`src/rtl/tnt_pkg.sv`:
```
package tnt_pkg;

  // Field and datapath widths
  localparam int COORD_W  = 16;
  localparam int IDX_W    = 10;
  localparam int VERT_DEPTH = 1 << IDX_W;
  localparam int DIFF_W   = COORD_W + 1;
  localparam int PROD_W   = 2 * DIFF_W;
  localparam int RES_W    = PROD_W + 1;
  localparam int MAG_W    = 30;
  localparam int HALF_W   = MAG_W / 2;
  localparam int MAX_SH   = RES_W - MAG_W;
  localparam int SUM_W    = 62;
  localparam int LEN_W    = 31;
  localparam int UNIT_W   = 16;
  localparam int UNIT_ONE = 16384;
  localparam int QUO_W    = 15;
  localparam int NUM_W    = MAG_W + QUO_W + 1;
  localparam int N_TERMS  = 10;
  localparam int N_STEPS  = 2 * N_TERMS;

  typedef logic signed [COORD_W-1:0] coord_t;
  typedef logic        [IDX_W-1:0]   idx_t;
  typedef logic signed [DIFF_W-1:0]  diff_t;
  typedef logic signed [PROD_W-1:0]  prod_t;
  typedef logic signed [RES_W-1:0]   wide_t;
  typedef logic signed [UNIT_W-1:0]  unit_t;

  typedef enum logic {
    OP_LOAD = 1'b0,
    OP_TRI  = 1'b1
  } op_t;

  typedef enum logic [1:0] {
    CFG_EN_NORM    = 2'd0,
    CFG_EN_TAN     = 2'd1,
    CFG_SWAP       = 2'd2,
    CFG_SWAP_FIRST = 2'd3
  } cfg_idx_t;

  typedef struct packed {
    logic en_norm;
    logic en_tan;
    logic swap;
    logic swap_first;
  } cfg_t;

  typedef struct packed {
    coord_t px;
    coord_t py;
    coord_t pz;
    coord_t tu;
    coord_t tv;
  } vert_t;

  typedef struct packed {
    op_t    op;
    idx_t   vertex_slot;
    coord_t pos_x;
    coord_t pos_y;
    coord_t pos_z;
    coord_t tex_u;
    coord_t tex_v;
    idx_t   corner0;
    idx_t   corner1;
    idx_t   corner2;
  } in_item_t;

  typedef struct packed {
    unit_t normal_x;
    unit_t normal_y;
    unit_t normal_z;
    unit_t tangent_x;
    unit_t tangent_y;
    unit_t tangent_z;
    unit_t bitangent_x;
    unit_t bitangent_y;
    unit_t bitangent_z;
    idx_t  out_corner0;
    idx_t  out_corner1;
    idx_t  out_corner2;
  } out_item_t;

  // Classified item held in the queue
  typedef struct packed {
    op_t   op;
    idx_t  slot;
    vert_t vert;
    idx_t  w0;
    idx_t  w1;
    idx_t  w2;
    idx_t  c0;
    idx_t  c1;
    idx_t  c2;
  } q_item_t;

  typedef enum logic [3:0] {
    B_IDLE, B_RD0, B_RD1, B_RD2, B_RD3, B_DIFF, B_MUL, B_NGO, B_NWAIT, B_OUT
  } back_state_t;

  typedef enum logic [3:0] {
    N_IDLE, N_SHIFT, N_SQ, N_SQL, N_SQRT, N_LEN, N_DSET, N_DIV, N_DFIN, N_DONE
  } norm_state_t;

endpackage

```
`src/rtl/tnt_front.sv`:
```
module tnt_front import tnt_pkg::*; (
  input  logic     clk,
  input  logic     rst_n,
  input  cfg_t     cfg,
  input  logic     in_valid,
  output logic     in_stall,
  input  in_item_t in_data,
  input  logic     q_pop,
  output logic     q_valid,
  output q_item_t  q_data
);

  localparam int QD = 2;

  q_item_t    fifo_r [QD];
  logic       wr_ptr_r, rd_ptr_r;
  logic [1:0] cnt_r;
  q_item_t    ent;
  logic       push;

  // Classify: winding swap for the reported corners and the fetched corners
  always_comb begin
    ent.op   = in_data.op;
    ent.slot = in_data.vertex_slot;
    ent.vert = '{px: in_data.pos_x, py: in_data.pos_y, pz: in_data.pos_z,
                 tu: in_data.tex_u, tv: in_data.tex_v};
    ent.c1   = in_data.corner1;
    ent.w1   = in_data.corner1;
    ent.c0   = cfg.swap ? in_data.corner2 : in_data.corner0;
    ent.c2   = cfg.swap ? in_data.corner0 : in_data.corner2;
    ent.w0   = (cfg.swap && cfg.swap_first) ? in_data.corner2 : in_data.corner0;
    ent.w2   = (cfg.swap && cfg.swap_first) ? in_data.corner0 : in_data.corner2;
  end

  assign in_stall = (cnt_r == 2'(QD));
  assign push     = in_valid && !in_stall;
  assign q_valid  = (cnt_r != 2'd0);
  assign q_data   = fifo_r[rd_ptr_r];

  // Two-entry queue towards the back end
  always_ff @(posedge clk) begin
    if (push) begin
      fifo_r[wr_ptr_r] <= ent;
    end
  end

  always_ff @(posedge clk) begin
    if (!rst_n) begin
      wr_ptr_r <= 1'b0;
      rd_ptr_r <= 1'b0;
      cnt_r    <= 2'd0;
    end else begin
      if (push) begin
        wr_ptr_r <= ~wr_ptr_r;
      end
      if (q_pop) begin
        rd_ptr_r <= ~rd_ptr_r;
      end
      case ({push, q_pop})
        2'b10:   cnt_r <= cnt_r + 2'd1;
        2'b01:   cnt_r <= cnt_r - 2'd1;
        default: cnt_r <= cnt_r;
      endcase
    end
  end

endmodule

```
`config.mk`:
```
export PLATFORM = sky130hd
export DESIGN_NAME = tnt_front
export DESIGN_NICKNAME = d
export VERILOG_FILES = /design/src/rtl/tnt_pkg.sv /design/src/rtl/tnt_front.sv
export SDC_FILE = /design/constraint.sdc
export NUM_CORES = 1
export LEC_CHECK = 0
export BUFFER_PORTS_ARGS = -buffer_cell sky130_fd_sc_hd__buf_2
export CAP_MARGIN = 10
export CORE_MARGIN = 5
export CORE_UTILIZATION = 25
export CTS_BUF_LIST = sky130_fd_sc_hd__clkbuf_4
export DETAILED_ROUTE_END_ITERATION = 10
export GPL_TIMING_DRIVEN = 0
export HOLD_SLACK_MARGIN = 0.02
export PLACE_DENSITY = 0.44
export REMOVE_ABC_BUFFERS = 1
export SYNTH_ARGS = -nofsm -noshare
export SYNTH_HDL_FRONTEND = slang
export SYNTH_SLANG_ARGS = --single-unit
export TNS_END_PERCENT = 1
```
`constraint.sdc`:
```
create_clock -name clk -period 11.1 [get_ports clk]
set_input_delay 0.555 -clock clk [delete_from_list [all_inputs] [get_ports clk]]
set_output_delay 0.555 -clock clk [all_outputs]
set_load 0.02 [all_outputs]
```
==> metrics.txt, run 1 <==
Main synth FF type edfxtp_1; Reg area 0.00857 mm^2; CTS tree done; leak pwr 0.00574 uW; Setup TNS 0 ns; register area share after synthesis 78.0%; most common cell after layout, fill and taps aside edfxtp_1; status finished clean; Worst Hold Class input port to flip-flop; R2R depth 5; r2r startpoint cnt_r[0]; Avg Vias per Cell 3.95; hold path cells 2; RR Endpoint fifo_r[0][71]; Worst Path Arrival 2.48 ns; most frequent cells in the layout edfxtp_1, buf_2, mux2_2; Final #Nets 1106; Mapped Area 0.0110 mm^2; initial antenna violation count 2; crit path buf inv count 2; DRC viols 0; IO Port Bufs 279; Top-Level Pins 282; Max Clock Freq 330 MHz; Yosys warning count 0; CTS buffer count 84; Worst-Margin Slew 0.999 ns; Hold EP fifo_r[0][54]; Pre-antenna DRT Iters 4; vias 6416; Post-Synthesis Cells 519; largest net degree at the start of global routing 72; Synth area leaders edfxtp_1, mux2_2, buf_6; Area Overhead vs Synth 39.3%; post-CTS sizing 0; Final Hold Fails 0; Longest Clk Path Bufs 3; final WL 25600 um; Layout Skew 0.0573 ns; worst-path fanout max 52; routed len/inst 15.7 um; Final Non-Filler Cells 1626; number of synthesized register bits 287; Max-slew headroom 33.2%; Final Slew Violations 0; Row Count 76; Clock Pin Slew Worst Setup and Hold Paths 0.06 ns; Die X 220 um; Mapped Avg Cell Area 21.2 um^2; post-CTS setup buffer count 0; clk root buf clkbuf_4; die footprint 0.0482 mm^2; CP Data Required Time 10.55 ns; share of layout cells above drive strength 1 58.5%; Filler Cell Count 4226; antenna viol nets, final 0; Worst VDD drop 0.000132 V; Critical Path Source Type flip-flop; GR Overflow Total 0; number of global-route vias before repair 7029; max_cap viols 0; Post-synth EDFFs 282; area occupied by multi-input gates 0.00217 mm^2; Synth area leader edfxtp_1; worst-path cell chain buf_16 -> mux2_2 -> buf_2; fin crit share 27.3%; slowest stage delay, CP 0.71 ns; worst-skew pair later-pin latency 0.78 ns; dpl cells 1358; RSZ-0062 raised after global routing no; Initial Utilization 25.4%; Pwr Density 184 mW/mm^2; ys async rst share 0%; DP HPWL 16000 um; GRT Total Usage 10.4%; minimum clock period after layout 3.03 ns; synth unique cells 19; CTS H-Tree Depth 3; Worst R2R Setup Slack 8.79 ns; critical path type flip-flop to output port; crit-path leading delay family flip-flops; hold_sp in_data[24]; Critical Path End Type output port; die height 220 um; initial DRC count 203; gp weighted congestion 0.671; Core ar. 0.0433 mm^2; # clock sinks 287; first-pass GRT wire length 38100 um; slowest cell on the critical path dfxtp_4; post-synth top area share 77.1%; Setup Viol. Count Final 0
## per-stage QoR
step	total power, uW	hold slack (ns)	utilization, %	setup slack (ns)	instance area, um^2
detailed placement	1790	0.491	30.1	8.43	13000
finish	2810	0.180	35.4	8.07	15300
global route	2970	0.0436	35.4	7.84	15300
floorplan	1630	0.457	-	6.44	10700
CTS	2880	0.0332	35.3	7.87	15300
global placement	1820	0.466	29.7	3.70	12900
## layer usage
layer  GRT usage (%)  part of all wire, %
met5               0                    0
met4            4.73                  2.6
met3            5.51                  9.9
met2            16.5                   48
met1            11.5                   40
## Yosys cell counts, types with 2 or more instances
| cell type | n |
|---|---|
| edfxtp_1 | 282 |
| mux2_2 | 181 |
| buf_2 | 10 |
| buf_4 | 10 |
| buf_6 | 10 |
| dfxtp_1 | 5 |
| and2_1 | 3 |
| a21boi_1 | 2 |
| inv_1 | 2 |
| nand2_1 | 2 |
| o21ai_0 | 2 |
| or3_1 | 2 |
| xnor2_1 | 2 |
## timing repair
| item | CTS | global route |
|---|---|---|
| endpoints found under the setup margin | 0 | 0 |
| hold endpoints to repair | 231 | 0 |
| hold buffers | 117 | 0 |
## cell type report
| class | count | area share (%) |
|---|---|---|
| inverters | 3 | 0.123 |
| clock buffers | 130 | 6.38 |
| diodes | 4 | 0.0654 |
| repair buffers | 401 | 17.7 |
| clock inverters | 17 | 0.769 |
| multi-input cells | 199 | 14.2 |
| flip-flops and latches | 287 | 56.0 |
| well taps | 585 | 4.78 |
## how the worst max path moves through the flow
stage | start | endpoint | cells after the start
6_report | flip-flop | q_data[11] | 3
3_3_place_gp | flip-flop | q_data[11] | 2
2_1_floorplan | flip-flop | q_data[10] | 1
4_1_cts | flip-flop | q_data[42] | 3
5_1_grt | flip-flop | q_data[11] | 3
3_5_place_dp | cfg[1] | fifo_r[0][32] | 3
## logic make-up (layout without fill, tap and decap cells)
group / after synthesis / after routing / synth area share (%)
simple gates: 10 / 10 / 0.547
other cells: 0 / 4 / 0
flops: 287 / 287 / 78.0
compound gates: 4 / 4 / 0.228
buf+inv: 33 / 551 / 2.27
xor+xnor: 3 / 3 / 0.239
mux: 181 / 181 / 18.6
fa+ha+maj: 1 / 1 / 0.114
## power by group
group / internal (uW) / switching, uW
logic: 190 / 270
clock network: 574 / 443
registers: 1310 / 23.8
## state kept, by name, indices dropped and copies added, names as in the netlist, named ones only
signal    flops
cnt_r         2
fifo_r      282
rd_ptr_r      1
wr_ptr_r      1
No activity file was read; power rests on OpenSTA's default activity.
==> inputs of run 2 (changes only) <==
Settings changed: ABC_AREA set to 1.
Clock period 11.1 ns to 3.2 ns, I/O delays scaled along.
==> run 2 against run 1 <==
  * Global-route usage increased by 0.27 points
  * Clock skew decreased by 0.038 ns
  * Non-clock buffer count increased by 94
  * Clock-buffer cell count decreased by 13
  * Power increased to 3.4 times the previous value
  * Largest cell class unchanged
  * Die area increased by 2.9%
  * Sequential share of layout area decreased by 4.2 points
  * Worst hold slack got worse by 0.046 ns
  * Via count increased by 9.6%
  * Clock power increased to 3.3 times the previous value
==> metrics.txt, run 2 <==
Critical Path End Type output port; Int Pwr 7020 uW; sequential share of power 48.3%; synth unique cells 16; Pwr Density 570 mW/mm^2; Post-synth top cells edfxtp_1, mux2_4, mux2_2; die footprint 0.0496 mm^2; clk root buf clkbuf_4; Die X 223 um; gp weighted congestion 0.679; RSZ-0062 raised after global routing no; worst-path fanout max 40; most frequent cells in the layout edfxtp_1, buf_2, dlygate4sd3_1; leak pwr 0.00659 uW; post-CTS sizing 0; antenna viol nets, final 0; Post-Synthesis Cells 595; max FFs per register 282; Synth area leader edfxtp_1; Clock power frac 35.4%; Layout Skew 0.0197 ns; Mapped Avg Cell Area 19.0 um^2; first-pass GRT wire length 40900 um; combinational share of power 16.3%; Final #Nets 1272; share of layout cells above drive strength 1 46.5%; Post-synth EDFFs 282; initial DRC count 265; Initial Utilization 25.1%; Worst-Margin Slew 0.865 ns; Worst Path Arrival 2.74 ns; dpl cells 1450; Setup Viol. Count Final 0; Sw Pwr 2410 uW; register area share after synthesis 75.7%; final WL 26800 um; Final Non-Filler Cells 1797; DP HPWL 16700 um; CTS tree done; largest registers fifo_r: 282 flops, cnt_r: 2 flops; most common cell in the netlist edfxtp_1; hold_buf cts 206; minimum clock period after layout 2.90 ns; CTS H-Tree Depth 3; hold_ws 0.134 ns; CP Data Required Time 3.04 ns; Mapped Area 0.0113 mm^2; Worst Hold Class input port to flip-flop; Worst VDD drop 0.000293 V; slowest stage delay, CP 0.81 ns; die height 223 um; Core ar. 0.0451 mm^2; Largest Register fifo_r; worst-path cell chain buf_16 -> buf_12 -> mux2_2 -> buf_2; DRC viols 0; Row Count 78; max_cap viols 0; fin crit share 90.7%; critical path type flip-flop to output port; # clock sinks 287; slowest cell on the critical path dfxtp_4; number of synthesized register bits 287; Pre-antenna DRT Iters 6; IO Port Bufs 279; ys async rst share 0%; routed len/inst 14.9 um; post-synth top area share 74.8%; GR Overflow Total 0; status finished clean; Final Slew Violations 0; Critical Path Source Type flip-flop; largest net degree at the start of global routing 82; Synth area leaders edfxtp_1, mux2_4, mux2_2; GRT Total Usage 10.6%; CTS buffer count 84; Area Overhead vs Synth 46.2%; sw frac 25.6%; Yosys warning count 0; Max Clock Freq 345 MHz; Final Hold Fails 0; worst-skew pair later-pin latency 0.75 ns; number of global-route vias before repair 7557; Main synth FF type edfxtp_1; most common cell after layout, fill and taps aside edfxtp_1; Top-Level Pins 282; initial antenna violation count 4; vias 7033; Clock Pin Slew Worst Setup and Hold Paths 0.06 ns; Max-slew headroom 42.2%; Avg Vias per Cell 3.91; Longest Clk Path Bufs 3; post-CTS setup buffer count 0
run 2: cell type report:
| cell class | count | area (um^2) |
|---|---|---|
| Fill cell | 4452 | 28500 |
| Sequential cell | 287 | 8570 |
| Timing Repair Buffer | 495 | 3700 |
| Multi-Input combinational cell | 247 | 2390 |
| Clock buffer | 117 | 878 |
| Tap cell | 600 | 751 |
| Clock inverter | 22 | 138 |
| Inverter | 27 | 109 |
| Antenna cell | 2 | 5.00 |
run 2: metrics by stage:
step / worst slack (ns) / instance area [um^2] / power [uW] / utilization (%) / setup TNS, ns
after detailed placement: 0.830 / 13500 / 6000 / 29.9 / 0
after CTS: 0.0845 / 16500 / 9670 / 36.7 / 0
final: 0.298 / 16500 / 9430 / 36.7 / 0
after global routing: 0.0661 / 16500 / 10000 / 36.7 / 0
after floorplan: -4.01 / 11100 / 5540 / - / -1010.48
after global placement: -8.91 / 13200 / 6140 / 29.3 / -2450.57
run 2: power by group through the flow:
stage / combinational, uW / sequential [uW] / clock (uW)
finish: 1540 / 4560 / 3340
global route: 1660 / 4580 / 3760
CTS: 1580 / 4560 / 3540
detailed placement: 1360 / 4640 / 0
global placement: 1350 / 4790 / 0
floorplan: 837 / 4700 / 0
run 2: worst max-delay path: cells and delay by family, from the launching register on:
kind | cells | cell delay [ns]
buffers and inverters | 3 | 0.71
DFF | 1 | 0.81
muxes | 1 | 0.37
run 2: worst paths after layout:
kind | startpoint | endpoint | slack (ns) | cells after the start
max reg2reg | cnt_r[0] | cnt_r[1] | 0.67 | 10
min | in_data[33] | fifo_r[0][63] | 0.13 | 2
max | flip-flop | q_data[135] | 0.30 | 4
min reg2reg | rd_ptr_r | rd_ptr_r | 0.50 | 2
run 2: per-layer routing:
layer | share of wire (%) | up-vias | GRT usage, %
li1 | - | 3381 | -
met1 | 40 | 3371 | 11.5
met2 | 49 | 224 | 17.7
met3 | 8.8 | 53 | 4.65
met4 | 2.6 | 4 | 5.34
met5 | 0.10 | - | 0
run 2: cell families (layout without fill, tap and decap cells):
logic type	after synthesis	count (layout)	share of synthesized area (%)
mux	141	141	17.0
compound gates	42	42	1.86
flops	287	287	75.7
other cells	0	2	0
buf+inv	61	661	3.17
fa+ha+maj	1	1	0.111
simple gates	63	63	2.11
==> inputs of run 3 (changes only) <==
Settings changed: ABC_AREA 1 to unset, REMOVE_ABC_BUFFERS 1 to unset.
==> run 3 against run 2 <==
  * Design area down 0.86%
  * Routed wire length up 5.4%
  * Largest power group unchanged
  * Worst hold slack better by 0.011 ns
==> metrics.txt, run 3 (same netlist as run 1, synthesis figures left out) <==
status finished clean; die footprint 0.0482 mm^2; Setup WS pre-CTS 0.845 ns; Final #Nets 1231; Layout Skew 0.0536 ns; die height 220 um; Final Slew Violations 0; most common cell after layout, fill and taps aside buf_2; Pre-antenna DRT Iters 4; setup ws final 0.697 ns; worst-path cell chain buf_2 -> buf_6 -> buf_6 -> mux2_2 -> buf_4 -> buf_2; CTS buffer count 84; leak pwr 0.00623 uW; GRT Total Usage 11.6%; worst-skew pair later-pin latency 0.78 ns; vias 6907; CTS tree done; r2r startpoint cnt_r[0]; Clock Pin Slew Worst Setup and Hold Paths 0.06 ns; Area after DPL 0.0132 mm^2; RSZ-0062 raised after global routing no; Critical Path Source Type flip-flop; post-CTS setup buffer count 0; minimum clock period after layout 2.50 ns; Pwr Density 597 mW/mm^2; Clock power frac 34.8%; initial DRC count 216; DRC viols 0; Core ar. 0.0433 mm^2; combinational share of power 18.3%; critical path type flip-flop to output port; Longest Clk Path Bufs 3; Worst R2R Setup Slack 0.89 ns; gp weighted congestion 0.690; initial antenna violation count 5; max_cap viols 0; fin crit share 78.2%; final WL 28200 um; Max Clock Freq 400 MHz; Pwr Total 9790 uW; Top-Level Pins 282; Initial Utilization 25.4%; clk root buf clkbuf_4; CTS H-Tree Depth 3; Worst Hold Class input port to flip-flop; Row Count 76; Setup Viol. Count Final 0; Worst Path Arrival 2.34 ns; Die X 220 um; Max-slew headroom 63.2%; hold_sp in_data[65]; most frequent cells in the layout buf_2, edfxtp_1, dlygate4sd3_1; Int Pwr 7210 uW; Worst VDD drop 0.000244 V; routed len/inst 16.2 um; largest registers fifo_r: 282 flops, cnt_r: 2 flops; antenna viol nets, final 0; Worst-Margin Slew 0.553 ns; slowest cell on the critical path mux2_2; crit-path leading delay family buffers and inverters; post-route cell area 0.0164 mm^2; Final Hold Fails 0; largest net degree at the start of global routing 77; Avg Vias per Cell 3.97; GR Overflow Total 0; Largest Register fifo_r; hold_ws 0.145 ns; sw frac 26.3%; syn nets 649; Filler Cell Count 4189; worst-path fanout max 10; number of global-route vias before repair 7570; CP Data Required Time 3.04 ns; Area Overhead vs Synth 49.4%; Core Util, Final 37.9%; share of layout cells above drive strength 1 54.3%; # clock sinks 287; DP HPWL 17700 um; IO Port Bufs 279; max FFs per register 282; crit path buf inv count 5; first-pass GRT wire length 42200 um; sequential share of power 47.0%; Sw Pwr 2580 uW; Critical Path End Type output port; slowest stage delay, CP 0.37 ns
## run 3: worst register-to-register path, delay by kind of cell (launching register included)
kind,cells,cell delay [ns]
buffers and inverters,3,0.86
and+or+nand+nor,2,0.59
DFF,1,0.39
## run 3: layout make-up
cell class / count / area [um^2] / share of cell area, %
Tap cell: 585 / 732 / 4.46
Multi-Input combinational cell: 199 / 2170 / 13.2
Buffer: 30 / 238 / 1.45
Timing Repair Buffer: 496 / 3640 / 22.2
Sequential cell: 287 / 8570 / 52.2
Clock buffer: 117 / 878 / 5.36
Clock inverter: 15 / 143 / 0.870
Inverter: 3 / 18.8 / 0.114
Antenna cell: 7 / 17.5 / 0.107
## run 3: routing by layer
layer / routed length (um) / GRT usage [%] / share of wire (%)
met1: 11700 / 13.2 / 41
met2: 13200 / 18.8 / 47
met3: 2620 / 5.66 / 9.3
met4: 688 / 4.67 / 2.4
met5: 25 / 0 / 0.089
## run 3: repair_timing
item	4_1_cts	5_1_grt
resized for setup	0	0
endpoints found under the hold margin	308	0
hold buffers	213	0
## run 3: worst paths after layout
path                    to  cells past startpoint
max             q_data[46]                      6
min          fifo_r[1][95]                      2
max reg2reg  fifo_r[0][26]                      5
min reg2reg       wr_ptr_r                      2
## run 3: stage by stage
step,setup TNS [ns],cells
2_1_floorplan,-132.53,519
3_3_place_gp,-582.16,1383
3_5_place_dp,0,1387
4_1_cts,0,1732
5_1_grt,0,1738
6_report,0,1739
## run 3: power groups by stage
stage	Combinational, uW	Clock, uW	Sequential (uW)
2_1_floorplan	985	0	4700
3_3_place_gp	1580	0	4740
3_5_place_dp	1620	0	4680
4_1_cts	1840	3600	4600
5_1_grt	1930	3830	4620
6_report	1790	3400	4600
